--- src/rtl/wcfc_pkg.sv ---
`timescale 1ns / 1ps

package wcfc_pkg;

	// Frame layout: payload bytes first, then a little-endian check word.
	localparam int FRAME_BYTES   = 16;
	localparam int CHECK_BYTES   = 4;
	localparam int PAYLOAD_BYTES = FRAME_BYTES - CHECK_BYTES;

	localparam int POS_W  = 4;
	localparam int SUM_W  = 12;
	localparam int BSUM_W = 6;
	localparam int WGT_W  = 9;
	localparam int WORD_W = 32;

	typedef logic [POS_W-1:0]  pos_t;
	typedef logic [SUM_W-1:0]  sum_t;
	typedef logic [WGT_W-1:0]  wgt_t;
	typedef logic [WORD_W-1:0] word_t;

	localparam pos_t LAST_POS = pos_t'(FRAME_BYTES - 1);
	localparam pos_t PAY_END  = pos_t'(PAYLOAD_BYTES);

	// One finished frame as it is handed to the output register.
	typedef struct packed {
		logic  frame_ok;
		word_t first_word;
		word_t second_word;
		word_t third_word;
		sum_t  computed_sum;
		word_t received_sum;
	} res_t;

	// Sum of (b+1) over the set bits b of one byte.
	function automatic logic [BSUM_W-1:0] bit_sum(input logic [7:0] v);
		logic [BSUM_W-1:0] acc;
		acc = '0;
		for (int b = 0; b < 8; b++) begin
			if (v[b]) begin
				acc = acc + BSUM_W'(b + 1);
			end
		end
		return acc;
	endfunction

endpackage

--- src/rtl/wcfc_weight.sv ---
`timescale 1ns / 1ps

module wcfc_weight (
	input  logic [7:0]         data,
	input  wcfc_pkg::pos_t     pos,
	output wcfc_pkg::wgt_t     weight
);
	import wcfc_pkg::*;

	logic [BSUM_W-1:0]      bsum;
	logic [POS_W-1:0]       factor;
	logic [BSUM_W+POS_W-1:0] prod;

	// Bit weights of the byte, scaled by its one-based position in the frame.
	always_comb begin
		bsum   = bit_sum(data);
		factor = pos + 1'b1;
		prod   = (BSUM_W+POS_W)'(bsum) * (BSUM_W+POS_W)'(factor);
		weight = prod[WGT_W-1:0];
	end

endmodule

--- src/rtl/wcfc_frame.sv ---
`timescale 1ns / 1ps

module wcfc_frame (
	input  logic              clk,
	input  logic              arst_n,
	input  logic              step,
	input  logic [7:0]        data,
	output logic              res_valid,
	output wcfc_pkg::res_t    res
);
	import wcfc_pkg::*;

	pos_t       pos_q;
	sum_t       sum_q;
	logic       skip_q;
	logic [7:0] store_q [PAYLOAD_BYTES];
	word_t      check_q;

	wgt_t       weight;
	logic       is_payload;
	logic       is_last;
	word_t      check_next;

	wcfc_weight u_weight (
		.data   (data),
		.pos    (pos_q),
		.weight (weight)
	);

	// Decode the position and merge the incoming byte into the check word.
	always_comb begin
		is_payload = (pos_q < PAY_END);
		is_last    = (pos_q == LAST_POS);
		check_next = check_q;
		case (pos_q[1:0])
			2'd0:    check_next[7:0]   = data;
			2'd1:    check_next[15:8]  = data;
			2'd2:    check_next[23:16] = data;
			default: check_next[31:24] = data;
		endcase
	end

	// Result fields for the frame that completes with this byte.
	always_comb begin
		res.frame_ok     = ({{(WORD_W-SUM_W){1'b0}}, sum_q} == check_next);
		res.first_word   = {store_q[3], store_q[2], store_q[1], store_q[0]};
		res.second_word  = {store_q[7], store_q[6], store_q[5], store_q[4]};
		res.third_word   = {store_q[11], store_q[10], store_q[9], store_q[8]};
		res.computed_sum = sum_q;
		res.received_sum = check_next;
		res_valid        = step && !skip_q && is_last;
	end

	// Frame control: position, running sum and the slip after a mismatch.
	always_ff @(posedge clk or negedge arst_n) begin
		if (!arst_n) begin
			pos_q  <= '0;
			sum_q  <= '0;
			skip_q <= 1'b0;
		end else if (step) begin
			if (skip_q) begin
				skip_q <= 1'b0;
				pos_q  <= '0;
			end else if (is_payload) begin
				sum_q <= sum_q + SUM_W'(weight);
				pos_q <= pos_q + 1'b1;
			end else if (is_last) begin
				pos_q  <= '0;
				sum_q  <= '0;
				skip_q <= !res.frame_ok;
			end else begin
				pos_q <= pos_q + 1'b1;
			end
		end
	end

	// Payload bytes and the check word hold data only.
	always_ff @(posedge clk) begin
		if (step && !skip_q) begin
			if (is_payload) begin
				store_q[pos_q] <= data;
			end else begin
				check_q <= check_next;
			end
		end
	end

endmodule

--- src/rtl/weighted_checksum_frame_checker_core.sv ---
`timescale 1ns / 1ps
// Path: the last byte of a frame passes the input register, then the result register, which
// offers the frame's result until it is taken.
// Throughput: one byte per cycle while results are taken; a held result lets one more
// request into the input register and then stalls the input until the result is taken.
// Reset: arst_n clears the frame position, running sum, slip flag and both valid bits;
// payload bytes and the check word are written before they are read and need no reset.
module weighted_checksum_frame_checker_core (
	input  logic                clk,
	input  logic                arst_n,
	input  logic                in_valid,
	output logic                in_stall,
	input  logic [7:0]          rx_byte,
	output logic                out_valid,
	input  logic                out_stall,
	output logic                frame_ok,
	output wcfc_pkg::word_t     first_word,
	output wcfc_pkg::word_t     second_word,
	output wcfc_pkg::word_t     third_word,
	output wcfc_pkg::sum_t      computed_sum,
	output wcfc_pkg::word_t     received_sum
);
	import wcfc_pkg::*;

	logic       valid_s1;
	logic [7:0] byte_s1;
	logic       out_free;
	logic       step;
	logic       res_valid;
	res_t       res;
	logic       valid_q;
	res_t       res_q;

	// The byte stage moves on whenever the result register can take a request.
	always_comb begin
		out_free = !valid_q || !out_stall;
		step     = valid_s1 && out_free;
		in_stall = valid_s1 && !out_free;
	end

	// Input register.
	always_ff @(posedge clk or negedge arst_n) begin
		if (!arst_n) begin
			valid_s1 <= 1'b0;
		end else if (!in_stall) begin
			valid_s1 <= in_valid;
		end
	end

	always_ff @(posedge clk) begin
		if (in_valid && !in_stall) begin
			byte_s1 <= rx_byte;
		end
	end

	wcfc_frame u_frame (
		.clk       (clk),
		.arst_n    (arst_n),
		.step      (step),
		.data      (byte_s1),
		.res_valid (res_valid),
		.res       (res)
	);

	// Result register.
	always_ff @(posedge clk or negedge arst_n) begin
		if (!arst_n) begin
			valid_q <= 1'b0;
		end else if (out_free) begin
			valid_q <= res_valid;
		end
	end

	always_ff @(posedge clk) begin
		if (res_valid) begin
			res_q <= res;
		end
	end

	assign out_valid    = valid_q;
	assign frame_ok     = res_q.frame_ok;
	assign first_word   = res_q.first_word;
	assign second_word  = res_q.second_word;
	assign third_word   = res_q.third_word;
	assign computed_sum = res_q.computed_sum;
	assign received_sum = res_q.received_sum;

endmodule

--- config.mk ---
export PLATFORM = sky130hd
export DESIGN_NAME = weighted_checksum_frame_checker_core
export DESIGN_NICKNAME = d
export VERILOG_FILES = /design/src/rtl/wcfc_pkg.sv /design/src/rtl/wcfc_weight.sv /design/src/rtl/wcfc_frame.sv /design/src/rtl/weighted_checksum_frame_checker_core.sv
export SDC_FILE = /design/constraint.sdc
export NUM_CORES = 1
export LEC_CHECK = 0
export BUFFER_PORTS_ARGS = -buffer_cell sky130_fd_sc_hd__buf_2
export CAP_MARGIN = 20
export CORE_MARGIN = 10
export CORE_UTILIZATION = 45
export DETAILED_ROUTE_END_ITERATION = 10
export PLACE_DENSITY = 0.78
export REMOVE_ABC_BUFFERS = 1
export SLEW_MARGIN = 10
export SYNTH_ARGS = -nofsm -noshare
export SYNTH_HDL_FRONTEND = slang
export SYNTH_HIERARCHICAL = 1
export SYNTH_SLANG_ARGS = --single-unit
--- constraint.sdc ---
create_clock -name clk -period 6.65 [get_ports clk]
set_input_delay 0.665 -clock clk [delete_from_list [all_inputs] [get_ports clk]]
set_output_delay 0.665 -clock clk [all_outputs]
set_load 0.02 [all_outputs]
; ---- After elaboration in Yosys (flattened, before gate mapping)
; Memory sizes are Yosys's and may differ from the RTL's. A register that Yosys moved wholly into a read port is not among the register bits.
; Index checks and enable logic that the tools add are counted.
[op_classes]
n_eq_ne = 4
n_mux = 23
add_sub_neg = 9
multipliers = 1
reduce_logical = 17
bitwise = 2
order_cmp = 1
[ops]
columns = operator, n
row1 = $mux 6, 7
row2 = $eq 12x32->1, 1
row3 = $mux 8, 4
row4 = $add 6x3->6 const B, 4
row5 = $mux 12, 2
row6 = $add 12x9->12, 1
row7 = $mux 4, 3
row8 = $mul 6x4->9, 1
row9 = $mux 1, 7
row10 = $add 6x2->6 const B, 1
row11 = $add 6x4->6 const B, 1
row12 = $logic_not 1->1, 6
row13 = $logic_and 1x1->1, 5
row14 = $add 4x1->4 const B, 1
row15 = $eq 4x4->1 const B, 1
row16 = $lt 4x4->1 const B, 1
row17 = $add 1x2->3 const B, 1
row18 = $reduce_and 3->1, 1
row19 = $reduce_or 3->1, 1
row20 = $eq 2x1->1 const B, 1
row21 = $eq 2x2->1 const B, 1
row22 = $logic_not 2->1, 1
row23 = $not 1->1, 2
row24 = $reduce_and 2->1, 1
row25 = 2 further kinds, 2
[totals]
wordCells = 68
n_memories = 1
mem_bits_rw = 96
register_bits = 104
[mem_list]
columns = memory, depth, word_bits, read_ports, rd_clocked_by_memory_dff, wr, line_no
row1 = u_frame.store_q, 12, 8, 12, 12, 1, wcfc_frame.sv:16  ; logic [7:0] store_q [PAYLOAD_BYTES];

; ---- Depth between registers and ports, before layout
; Gate-level depths: netlist (run 1).
[logic_depth]
ltp_word = 18
mapped_depth = 34

; ---- Modules after synthesis
; Netlist (run 1), hierarchy kept.
[modules_own_cells]
columns = mod, seq_area_each_um2, n_inst, cells_per_inst, area_per_inst_um2
row1 = wcfc_frame, 4269.1, 1, 333, 5726.7
row2 = weighted_checksum_frame_checker_core, 4524.3, 1, 157, 4566.9
row3 = wcfc_weight, 0.0, 1, 145, 1196.1

; ---- Least setup slack after synthesis (run 1)
; Ideal clock, no wire load.
[synth_timing]
kind = register -> register
startpoint = register byte_s1[0]
endpoint = register u_frame.sum_q[11]
stages_incl_launch_ff = 35
slack_ps = -195
setup_ps = 311
arrival_ps = 6534
t_required_ps = 6339
path_buffers = 0
path_cell_list = edfxtp_1 -> inv_1 -> ha_1 -> and2_1 -> nor2_1 -> ha_1 -> nor2b_1 -> xor2_1 -> inv_1 -> ha_1 -> nor2b_1 -> xnor3_1 -> nor2_1 -> xnor2_1 -> ha_1 -> mux2i_4 -> nor2b_1 -> fa_1 -> inv_1 -> fa_1 -> inv_1 -> ha_1 -> inv_1 -> nor2_1 -> nor2_1 -> o21bai_1 -> a21oi_1 -> xnor2_1 -> xnor2_1 -> ha_1 -> nand2_1 -> o21ai_0 -> a211oi_1 -> or3_1 -> a21oi_1
[synth_via]
elab_chain_cells = 18
[synth_lines]
columns = item, line_no
row1 = from (decl), weighted_checksum_frame_checker_core.sv:26  ; logic [7:0] byte_s1;
row2 = from (signal assigned), weighted_checksum_frame_checker_core.sv:52  ; byte_s1 <= rx_byte;
row3 = $mux 1 (*), wcfc_pkg.sv:39  ; if (v[b]) begin
row4 = $add 1x2->3, wcfc_pkg.sv:40  ; acc = acc + BSUM_W'(b + 1);
row5 = $mux 6 (*), wcfc_pkg.sv:39
row6 = $add 6x2->6, wcfc_pkg.sv:40
row7 = $mux 6 (*), wcfc_pkg.sv:39
row8 = $add 6x3->6, wcfc_pkg.sv:40
row9 = $mux 6 (*), wcfc_pkg.sv:39
row10 = $add 6x3->6, wcfc_pkg.sv:40
row11 = (+3 left out), n/a
row12 = $add 6x3->6, wcfc_pkg.sv:40
row13 = $mux 6 (*), wcfc_pkg.sv:39
row14 = $add 6x4->6, wcfc_pkg.sv:40
row15 = $mux 6 (*), wcfc_pkg.sv:39
row16 = $mul 6x4->9 (*), wcfc_weight.sv:18  ; prod = (BSUM_W+POS_W)'(bsum) * (BSUM_W+POS_W)'(factor);
row17 = net u_frame.weight[8], wcfc_frame.sv:19  ; wgt_t weight;
row18 = $add 12x9->12 (*), wcfc_frame.sv:65  ; sum_q <= sum_q + SUM_W'(weight);
row19 = $mux 12 (*), wcfc_frame.sv:64  ; end else if (is_payload) begin
row20 = to (signal assigned), wcfc_frame.sv:65
row21 = to (decl), wcfc_frame.sv:14  ; sum_t sum_q;
; The timed path passes the listed nets; every way through them passes the cells marked *.
; A chain may end at the register's enable or synchronous reset.

; ---- Final worst setup path (run 1)
[layout_timing]
startpoint = register byte_s1[0]
endpoint = register u_frame.sum_q[9]
; Same word-level chain as after synthesis.

==> metrics.txt, run 1 <==
# TYPE chip_impl_metric gauge
chip_impl_metric{name="drt-initial-drc-count",unit=""} 364
chip_impl_metric{name="drive_above_1_share",unit=""} 0.353
chip_impl_metric{name="placementRows",unit=""} 58
chip_impl_info{name="critPathSlowestCell",value="fa_1"} 1
chip_impl_metric{name="layout-area-overhead-vs-synth",unit="%"} 20.6
chip_impl_info{name="holdCritPathClass",value="in -> async"} 1
chip_impl_metric{name="pin_count_of_the_biggest_net_entering_global_routing",unit=""} 101
chip_impl_metric{name="grt_antenna_before_repair",unit=""} 1
chip_impl_metric{name="routedWlPerCell",unit="um"} 19.7
chip_impl_metric{name="htreeDepth",unit=""} 1
chip_impl_metric{name="placement.cell_area",unit="sq mm"} 0.0128
chip_impl_metric{name="clkLatencyLatePin",unit="ps"} 540
chip_impl_metric{name="yosys.cell_types.count",unit=""} 61
chip_impl_info{name="path_class",value="reg -> reg"} 1
chip_impl_info{name="cts-root-buf",value="clkbuf_16"} 1
chip_impl_metric{name="fin_area",unit="sq mm"} 0.0139
chip_impl_metric{name="cpPeakStageDelay",unit="ps"} 490
chip_impl_metric{name="gp_routability_congestion",unit=""} 0.807
chip_impl_metric{name="worst-slew-pin-transition",unit="ps"} 888
chip_impl_metric{name="synth.yosys.warnings",unit=""} 6
chip_impl_metric{name="ant_nets",unit=""} 0
chip_impl_metric{name="netlist_instances",unit=""} 635
chip_impl_metric{name="first_global_vias",unit=""} 6234
chip_impl_metric{name="cp_num_buf_inv",unit=""} 5
chip_impl_metric{name="number_of_fill_cells_in_the_layout",unit=""} 1900
chip_impl_metric{name="final.setup_skew",unit="ps"} 22.1
chip_impl_metric{name="synth_enable_flop_cells",unit=""} 277
chip_impl_metric{name="finalSetupViolCount",unit=""} 0
chip_impl_metric{name="gr-total-overflow",unit=""} 0
chip_impl_metric{name="dieWidth",unit="um"} 180
chip_impl_info{name="critical-path-top-delay-family",value="adder cells"} 1
chip_impl_info{name="regToRegEndpoint",value="u_frame/sum_q[9]"} 1
chip_impl_metric{name="effective_utilization_at_floorplan",unit=""} 0.456
chip_impl_metric{name="num_antenna_cells",unit=""} 0
chip_impl_metric{name="grt_first_pass_wirelength",unit="um"} 36300
chip_impl_metric{name="synth_async_sr_flop_share",unit=""} 0.0642
chip_impl_metric{name="synth.yosys.seq_area_share",unit=""} 0.765
chip_impl_metric{name="cell_internal_pwr",unit="W"} 0.00464
chip_impl_metric{name="vias_per_cell",unit=""} 5.13
chip_impl_metric{name="worstPathMaxFanout",unit=""} 5
chip_impl_metric{name="synthesis.area",unit="sq mm"} 0.0115
chip_impl_metric{name="fmax",unit="MHz"} 157
chip_impl_metric{name="sequentialPowerShare",unit=""} 0.350
chip_impl_info{name="crit_path_start_kind",value="register"} 1
chip_impl_info{name="worstReg2RegStart",value="byte_s1[0]"} 1
chip_impl_metric{name="drt_drc_violations_left",unit=""} 0
chip_impl_metric{name="finalHoldViolations",unit=""} 0
chip_impl_metric{name="timing.reg2reg.setup_slack",unit="ps"} 270
chip_impl_metric{name="cts.sink_count",unit=""} 296
chip_impl_info{name="synthFlopType",value="edfxtp_1"} 1
chip_impl_metric{name="irDropWorstVdd",unit="V"} 0.000577
chip_impl_metric{name="cts.hold.buffers_added",unit=""} 0
chip_impl_info{name="cp-end-kind",value="register"} 1
chip_impl_metric{name="report.final.slew_viol_count",unit=""} 0
chip_impl_metric{name="cellPowerDensity",unit="mW/mm^2"} 529
chip_impl_metric{name="min_period",unit="ps"} 6380
chip_impl_metric{name="switching_power",unit="W"} 0.00269
chip_impl_metric{name="fp.coreArea",unit="sq mm"} 0.0252
chip_impl_metric{name="data_arrival_time_of_the_critical_path",unit="ps"} 6840
chip_impl_metric{name="numCtsBuffers",unit=""} 27
chip_impl_metric{name="power.share.switching",unit=""} 0.367
chip_impl_metric{name="r2r_cells",unit=""} 32
chip_impl_metric{name="io_pins",unit=""} 155
chip_impl_metric{name="die_height",unit="um"} 180
chip_impl_metric{name="drt-total-wl",unit="um"} 23400
chip_impl_metric{name="slew-limit-headroom",unit=""} 0.408
chip_impl_metric{name="grt_usage",unit=""} 0.138
chip_impl_metric{name="num_vias",unit=""} 6090
chip_impl_info{name="outcome",value="finished, final reports clean"} 1
chip_impl_info{name="cts_tree",value="yes"} 1
chip_impl_metric{name="cp.required",unit="ps"} 7110
chip_impl_metric{name="total_leakage_power",unit="nW"} 5.17
chip_impl_metric{name="path_clk_slew",unit="ps"} 60
chip_impl_metric{name="relative_contribution_of_combinational_cells_to_total_power",unit=""} 0.456
chip_impl_metric{name="final.setup.tns",unit="ps"} 0
chip_impl_metric{name="first_drt_pass_iteration_count",unit=""} 5
chip_impl_metric{name="dpl.hpwl",unit="um"} 15900
chip_impl_metric{name="place.port_buffers",unit=""} 154
chip_impl_metric{name="nets",unit=""} 891
chip_impl_metric{name="cts_max_path_buffers",unit=""} 3
chip_impl_metric{name="maxCapViolCount",unit=""} 0
chip_impl_metric{name="hold_slack",unit="ps"} 94.5
chip_impl_metric{name="die-area",unit="sq mm"} 0.0323
chip_impl_metric{name="min_period_over_period",unit=""} 0.959
chip_impl_metric{name="syn-mean-instance-area",unit="sq um"} 18.1
chip_impl_metric{name="ys_ff_latch",unit=""} 296
chip_impl_metric{name="clock_power_share",unit=""} 0.194
chip_impl_metric{name="utilization",unit=""} 0.550
-- worst max-delay path by stage --
stage                     from  cells past startpoint                end
floorplan           byte_s1[0]                     34  u_frame/sum_q[11]
global placement    byte_s1[0]                     34  u_frame/sum_q[11]
detailed placement  byte_s1[0]                     34  u_frame/sum_q[11]
CTS                 byte_s1[0]                     34  u_frame/sum_q[11]
global route        byte_s1[0]                     32   u_frame/sum_q[9]
finish              byte_s1[0]                     32   u_frame/sum_q[9]
-- power by group through the flow --
stage | combinational [W] | sequential, W | clock [W]
finish | 0.00334 | 0.00256 | 0.00142
global route | 0.00371 | 0.00259 | 0.00153
CTS | 0.00306 | 0.00257 | 0.00146
detailed placement | 0.00302 | 0.00260 | 0
global placement | 0.00295 | 0.00259 | 0
floorplan | 0.00232 | 0.00266 | 0
-- repair_timing --
| action | in CTS | in global routing |
|---|---|---|
| endpoints found under the setup margin | 2 | 4 |
| pin swaps | 2 | 25 |
| resized for setup | 8 | 30 |
| buffers inserted | 0 | 10 |
-- cell type report --
cell class	instances	area [sq um]	share of cell area
clock inverter	18	135	0.00975
timing repair buffer	183	988	0.0713
sequential	296	8790	0.635
inverter	29	114	0.00822
clock buffer	30	687	0.0496
tap	330	413	0.0298
multi-input combinational	300	2730	0.197
-- kinds of logic after synthesis --
kind of cell / after synthesis / share of synthesized area
compound gates: 70 / 0.0460
xor+xnor: 43 / 0.0340
fa+ha+maj: 42 / 0.0516
buf+inv: 39 / 0.0135
flops: 296 / 0.765
mux: 37 / 0.0376
simple gates: 108 / 0.0521
-- synth_stat cells (14+ instances only) --
master	number	area [sq um]
a21oi_1	17	85.1
and2_1	17	106
dfrtp_1	19	475
edfxtp_1	277	8320
ha_1	33	413
inv_1	28	105
mux2_2	30	338
nand2_1	20	75.1
nor2_1	22	82.6
o21ai_0	14	70.1
xnor2_1	18	158
xor2_1	24	210
-- cell usage in the layout, fill, tap and decap left out, types with 18 or more instances in the layout --
master / instances
nand2_1: 18
buf_2: 154
dfrtp_1: 19
clkbuf_16: 27
edfxtp_1: 277
buf_4: 29
xor2_1: 19
ha_1: 28
mux2_2: 30
inv_1: 25
-- per-layer routing --
layer,track usage,vias up,wire [um]
met4,0.0294,2,280
li1,-,2808,-
met5,0,-,7
met3,0.0317,29,1440
met1,0.178,3067,10100
met2,0.234,184,11600
-- registers in the layout (all words and copies together), names as in the netlist --
name / flops
first_word: 32
out_valid: 1
u_frame/skip_q: 1
u_frame/check_q: 32
u_frame/sum_q: 12
valid_s1: 1
received_sum: 32
u_frame/store_q: 96
byte_s1: 8
second_word: 32
computed_sum: 12
u_frame/pos_q: 4
frame_ok: 1
third_word: 32
-- metrics by stage --
step           setup WS [ps]  total power (W)  instances
2_1_floorplan           -195          0.00498        625
3_3_place_gp            76.9          0.00554       1128
3_5_place_dp            -174          0.00562       1128
4_1_cts                 26.5          0.00708       1176
5_1_grt                -77.3          0.00784       1186
6_report                 271          0.00733       1186
(Power assumes the default switching activity.)
==> run 2, diff against run 1 <==
Settings changed: PLACE_DENSITY 0.78 to 0.75.
==> metrics.txt, run 2 (synthesis results as in run 1) <==
# TYPE chip_impl_metric gauge
chip_impl_metric{name="cpPeakStageDelay",unit="ps"} 490
chip_impl_info{name="busiest_layer",value="met2"} 1
chip_impl_metric{name="r2r_cells",unit=""} 34
chip_impl_metric{name="vias_per_cell",unit=""} 5.13
chip_impl_info{name="critPathSlowestCell",value="fa_1"} 1
chip_impl_metric{name="cp.required",unit="ps"} 7120
chip_impl_metric{name="gp_routability_congestion",unit=""} 0.839
chip_impl_metric{name="grt_usage",unit=""} 0.138
chip_impl_metric{name="dpl.hpwl",unit="um"} 15700
chip_impl_metric{name="maxCapViolCount",unit=""} 0
chip_impl_metric{name="grt_antenna_before_repair",unit=""} 0
chip_impl_metric{name="cts.sink_count",unit=""} 296
chip_impl_metric{name="finalSetupViolCount",unit=""} 0
chip_impl_metric{name="cts.hold.buffers_added",unit=""} 0
chip_impl_metric{name="final.setup_skew",unit="ps"} 26.4
chip_impl_metric{name="globalRouteMet3Util",unit=""} 0.0335
chip_impl_metric{name="numCtsBuffers",unit=""} 27
chip_impl_metric{name="drt-total-wl",unit="um"} 23300
chip_impl_metric{name="path_clk_slew",unit="ps"} 70
chip_impl_metric{name="ant_nets",unit=""} 0
chip_impl_metric{name="placement.cell_area",unit="sq mm"} 0.0128
chip_impl_metric{name="fp.coreArea",unit="sq mm"} 0.0252
chip_impl_info{name="cts_tree",value="yes"} 1
chip_impl_metric{name="fmax",unit="MHz"} 159
chip_impl_metric{name="clkLatencyLatePin",unit="ps"} 550
chip_impl_metric{name="fin_area",unit="sq mm"} 0.0138
chip_impl_metric{name="dieWidth",unit="um"} 180
chip_impl_metric{name="cts_max_path_buffers",unit=""} 3
chip_impl_metric{name="utilization",unit=""} 0.548
chip_impl_metric{name="routedWlPerCell",unit="um"} 19.8
chip_impl_metric{name="die_height",unit="um"} 180
chip_impl_info{name="outcome",value="finished, final reports clean"} 1
chip_impl_metric{name="grt_first_pass_wirelength",unit="um"} 35800
chip_impl_metric{name="setup_ws",unit="ps"} 342
chip_impl_info{name="layout.cells.most_common_list",value="edfxtp_1, buf_2, ha_1, mux2_2, clkbuf_16"} 1
chip_impl_metric{name="max_reg_flops",unit=""} 96
chip_impl_metric{name="gr-usage-met1",unit=""} 0.189
chip_impl_info{name="cts-root-buf",value="clkbuf_16"} 1
chip_impl_metric{name="worst-slew-pin-transition",unit="ps"} 927
chip_impl_metric{name="io_pins",unit=""} 155
chip_impl_metric{name="drt-initial-drc-count",unit=""} 473
chip_impl_metric{name="min_period",unit="ps"} 6310
chip_impl_metric{name="total_leakage_power",unit="nW"} 5.16
chip_impl_metric{name="worstPathMaxFanout",unit=""} 5
chip_impl_metric{name="finalHoldViolations",unit=""} 0
chip_impl_metric{name="layout-area-overhead-vs-synth",unit="%"} 20.0
chip_impl_metric{name="report.final.slew_viol_count",unit=""} 0
chip_impl_metric{name="first_drt_pass_iteration_count",unit=""} 4
chip_impl_metric{name="placementRows",unit=""} 58
chip_impl_metric{name="first_global_vias",unit=""} 6058
chip_impl_info{name="layout_commonest_cell",value="edfxtp_1"} 1
chip_impl_metric{name="drive_above_1_share",unit=""} 0.336
chip_impl_metric{name="irDropWorstVdd",unit="V"} 0.000618
chip_impl_info{name="crit_path_start_kind",value="register"} 1
chip_impl_info{name="path_class",value="reg -> reg"} 1
chip_impl_info{name="cp-end-kind",value="register"} 1
chip_impl_metric{name="htreeDepth",unit=""} 1
chip_impl_metric{name="cellPowerDensity",unit="mW/mm^2"} 531
chip_impl_metric{name="detailedPlace.worstSlack",unit="ps"} -85.2
chip_impl_metric{name="num_vias",unit=""} 6046
chip_impl_metric{name="place.port_buffers",unit=""} 154
chip_impl_info{name="setup.worst_path.start",value="byte_s1[0]"} 1
chip_impl_info{name="worstReg2RegStart",value="byte_s1[0]"} 1
chip_impl_info{name="holdCritPathClass",value="in -> async"} 1
chip_impl_metric{name="slew-limit-headroom",unit=""} 0.382
chip_impl_metric{name="effective_utilization_at_floorplan",unit=""} 0.456
chip_impl_metric{name="nets",unit=""} 883
chip_impl_metric{name="globalRouteMet2Util",unit=""} 0.218
chip_impl_metric{name="drt_drc_violations_left",unit=""} 0
chip_impl_info{name="regMostFlops",value="u_frame/store_q"} 1
chip_impl_metric{name="num_antenna_cells",unit=""} 0
chip_impl_metric{name="pin_count_of_the_biggest_net_entering_global_routing",unit=""} 105
chip_impl_metric{name="number_of_fill_cells_in_the_layout",unit=""} 1928
chip_impl_metric{name="data_arrival_time_of_the_critical_path",unit="ps"} 6780
chip_impl_metric{name="die-area",unit="sq mm"} 0.0323
chip_impl_metric{name="gr-total-overflow",unit=""} 0
chip_impl_metric{name="min_period_over_period",unit=""} 0.949
-- run 2: worst max-delay path, delay by kind of cell (launching register included) --
family | cells | cell delay (ps)
xor+xnor | 4 | 680
mux | 1 | 190
buf+inv | 5 | 250
compound gates | 6 | 900
flops | 1 | 350
fa+ha+maj | 8 | 2680
simple gates | 10 | 1210
-- run 2: path summary, 6_finish.rpt --
check                                    to  slack, ps
setup / recovery           u_frame/sum_q[9]        340
setup reg to reg           u_frame/sum_q[9]        340
min in group clk                 byte_s1[5]        310
hold / removal             u_frame/sum_q[8]         80
hold reg to reg              second_word[7]        400
max in group asynchronous         out_valid       6210
-- run 2: layout make-up --
type,count,area (sq um),area share
well taps,330,413,0.0299
clock buffers,29,683,0.0495
inverters,29,114,0.00826
flip-flops and latches,296,8790,0.638
clock inverters,20,230,0.0167
repair buffers,175,928,0.0673
multi-input cells,300,2630,0.191
-- run 2: stage by stage --
step / cells / TNS (ps) / total power [W] / hold WS [ps]
5_1_grt: 1179 / -103 / 0.00784 / 97.4
4_1_cts: 1176 / 0 / 0.00722 / 73.1
3_5_place_dp: 1127 / -165 / 0.00562 / 405
6_report: 1179 / 0 / 0.00733 / 76.6
2_1_floorplan: 625 / -388 / 0.00498 / 369
3_3_place_gp: 1127 / 0 / 0.00556 / 400
-- run 2: what timing repair did --
item,in CTS,in global routing
hold endpoints to repair,0,0
pin swaps,1,18
buffers inserted,0,3
resized for setup,3,20
gates cloned,0,0
endpoints found under the setup margin,2,4
-- run 2: power breakdown --
part	internal, W	leakage (nW)	switching, W
Clock	0.000910	0.445	0.000657
Combinational	0.00135	1.95	0.00184
Sequential	0.00240	2.76	0.000163
Total	0.00466	5.16	0.00266
-- run 2: per-layer routing --
metal	wire length [um]	part of all wire
met1	10400	0.45
met2	10900	0.47
met3	1640	0.071
met4	379	0.016
met5	0	0
==> run 3, diff against run 2 <==
Clock period 6.65 ns to 5.5 ns, I/O delays scaled along.
==> metrics.txt, run 3 (synthesis results as in run 1) <==
# TYPE chip_impl_metric gauge
chip_impl_info{name="regToRegEndpoint",value="u_frame/sum_q[9]"} 1
chip_impl_metric{name="timing.reg2reg.setup_slack",unit="ps"} -730
chip_impl_metric{name="min_period_over_period",unit=""} 1.13
chip_impl_metric{name="io_pins",unit=""} 155
chip_impl_metric{name="cellPowerDensity",unit="mW/mm^2"} 734
chip_impl_metric{name="cp.depth",unit=""} 34
chip_impl_metric{name="effective_utilization_at_floorplan",unit=""} 0.456
chip_impl_info{name="outcome",value="finished with violations"} 1
chip_impl_metric{name="clkLatencyLatePin",unit="ps"} 540
chip_impl_metric{name="report.power.total",unit="W"} 0.0106
chip_impl_info{name="worstReg2RegStart",value="byte_s1[0]"} 1
chip_impl_metric{name="report.final.slew_viol_count",unit=""} 0
chip_impl_info{name="layout_commonest_cell",value="edfxtp_1"} 1
chip_impl_metric{name="num_vias",unit=""} 6317
chip_impl_metric{name="timing.hold.worst_path_depth",unit=""} 1
chip_impl_metric{name="path_clk_slew",unit="ps"} 60
chip_impl_metric{name="slew-limit-headroom",unit=""} 0.365
chip_impl_metric{name="final.setup_skew",unit="ps"} 23.5
chip_impl_metric{name="hold_slack",unit="ps"} 204
chip_impl_info{name="violated_checks",value="negative setup slack"} 1
chip_impl_metric{name="cpPeakStageDelay",unit="ps"} 570
chip_impl_metric{name="cp_num_buf_inv",unit=""} 5
chip_impl_metric{name="fin_area",unit="sq mm"} 0.0145
chip_impl_metric{name="cp.required",unit="ps"} 5920
chip_impl_metric{name="vias_per_cell",unit=""} 5.09
chip_impl_metric{name="drive_above_1_share",unit=""} 0.413
chip_impl_metric{name="finalSetupViolCount",unit=""} 7
chip_impl_metric{name="gp_routability_congestion",unit=""} 0.841
chip_impl_metric{name="placement.cell_area",unit="sq mm"} 0.0131
chip_impl_metric{name="gr-total-overflow",unit=""} 0
chip_impl_metric{name="dieWidth",unit="um"} 180
chip_impl_metric{name="dpl.hpwl",unit="um"} 16500
chip_impl_metric{name="first_global_vias",unit=""} 6506
chip_impl_info{name="holdCritPathClass",value="in -> reg"} 1
chip_impl_metric{name="cts_max_path_buffers",unit=""} 3
chip_impl_metric{name="drt-initial-drc-count",unit=""} 449
chip_impl_metric{name="min_period",unit="ps"} 6230
chip_impl_metric{name="pin_count_of_the_biggest_net_entering_global_routing",unit=""} 109
chip_impl_metric{name="htreeDepth",unit=""} 1
chip_impl_info{name="cts-root-buf",value="clkbuf_16"} 1
chip_impl_metric{name="total_leakage_power",unit="nW"} 5.50
chip_impl_info{name="critical-path-top-delay-family",value="adder cells"} 1
chip_impl_metric{name="drt_drc_violations_left",unit=""} 0
chip_impl_info{name="min_to",value="byte_s1[4]"} 1
chip_impl_metric{name="irDropWorstVdd",unit="V"} 0.000887
chip_impl_metric{name="dpl.cell_count",unit=""} 1176
chip_impl_metric{name="grt_antenna_before_repair",unit=""} 0
chip_impl_metric{name="grt_usage",unit=""} 0.145
chip_impl_metric{name="nets",unit=""} 946
chip_impl_info{name="critPathSlowestCell",value="fa_1"} 1
chip_impl_metric{name="layout-area-overhead-vs-synth",unit="%"} 26.0
chip_impl_metric{name="maxCapViolCount",unit=""} 0
chip_impl_metric{name="cts.sink_count",unit=""} 296
chip_impl_metric{name="num_antenna_cells",unit=""} 0
chip_impl_info{name="hp-start",value="rx_byte[4]"} 1
chip_impl_metric{name="numCtsBuffers",unit=""} 27
chip_impl_info{name="layout.cells.most_common_list",value="edfxtp_1, buf_2, buf_4, mux2_2, clkbuf_16"} 1
chip_impl_info{name="cp-end-kind",value="register"} 1
chip_impl_metric{name="worst-slew-pin-transition",unit="ps"} 952
chip_impl_metric{name="max_reg_flops",unit=""} 96
chip_impl_metric{name="die-area",unit="sq mm"} 0.0323
chip_impl_metric{name="drt-total-wl",unit="um"} 24400
chip_impl_metric{name="fp.coreArea",unit="sq mm"} 0.0252
chip_impl_metric{name="r2r_cells",unit=""} 34
chip_impl_info{name="grt_setup_unrepaired",value="true"} 1
chip_impl_metric{name="final-instance-count-excl-fill",unit=""} 1241
chip_impl_metric{name="setup_ws",unit="ps"} -727
chip_impl_metric{name="die_height",unit="um"} 180
chip_impl_metric{name="fmax",unit="MHz"} 161
chip_impl_info{name="cts_tree",value="yes"} 1
chip_impl_metric{name="worstPathMaxFanout",unit=""} 4
chip_impl_metric{name="data_arrival_time_of_the_critical_path",unit="ps"} 6640
chip_impl_info{name="crit_path_start_kind",value="register"} 1
chip_impl_metric{name="routedWlPerCell",unit="um"} 19.7
chip_impl_metric{name="first_drt_pass_iteration_count",unit=""} 5
chip_impl_info{name="path_class",value="reg -> reg"} 1
chip_impl_metric{name="grt_first_pass_wirelength",unit="um"} 37700
chip_impl_info{name="regMostFlops",value="u_frame/store_q"} 1
chip_impl_metric{name="final.setup.tns",unit="ps"} -3420
chip_impl_metric{name="place.port_buffers",unit=""} 154
chip_impl_metric{name="ant_nets",unit=""} 0
chip_impl_metric{name="placementRows",unit=""} 58
chip_impl_metric{name="finalHoldViolations",unit=""} 0
## run 3: layout make-up
| cell class | instances | area, sq um |
|---|---|---|
| multi-input cells | 300 | 2860 |
| repair buffers | 238 | 1430 |
| inverters | 29 | 114 |
| flip-flops and latches | 296 | 8790 |
| clock buffers | 32 | 694 |
| well taps | 330 | 413 |
| clock inverters | 16 | 181 |
| fillers | 1860 | 10700 |
## run 3: per-stage QoR
step / worst slack [ps] / util
floorplan: -1350 / -
global placement: -814 / 0.522
detailed placement: -1000 / 0.522
CTS: -602 / 0.565
global route: -1080 / 0.575
finish: -727 / 0.575
## run 3: power breakdown
part           total [W]  leakage (nW)  internal [W]  switching (W)
logic            0.00571          2.32       0.00289        0.00282
registers        0.00309          2.76       0.00290       0.000189
clock network    0.00183         0.424       0.00105       0.000774
total             0.0106          5.50       0.00685        0.00378
## run 3: metal layers
metal | vias to the layer above | wire length [um] | share of wire | global-route usage
li1 | 2917 | - | - | -
met1 | 3092 | 10500 | 0.43 | 0.192
met2 | 257 | 11500 | 0.47 | 0.232
met3 | 51 | 1710 | 0.070 | 0.0331
met4 | 0 | 741 | 0.030 | 0.0463
met5 | - | 0 | 0 | 0
## run 3: worst max-delay path by stage
stage / to / from
after global routing: u_frame/sum_q[9] / byte_s1[1]
final: u_frame/sum_q[9] / byte_s1[0]
after global placement: u_frame/sum_q[11] / byte_s1[0]
after CTS: u_frame/sum_q[9] / byte_s1[1]
after floorplan: u_frame/sum_q[11] / byte_s1[0]
after detailed placement: u_frame/sum_q[9] / byte_s1[0]
## run 3: timing repair
action,in CTS,in global routing
pin swaps,45,34
gates resized for setup,27,48
hold endpoints to repair,19,0
setup buffers,14,3
setup endpoints to repair,8,8
hold buffers,1,0
## run 3: worst register-to-register path: cells and delay by family (launching register included)
kind	cells	cell delay (ps)
DFF	1	340
and+or+nand+nor	9	870
buffers and inverters	5	520
AOI/OAI and AO/OA	8	1250
xor gates and xnor gates	5	860
adders and majority gates	7	2270
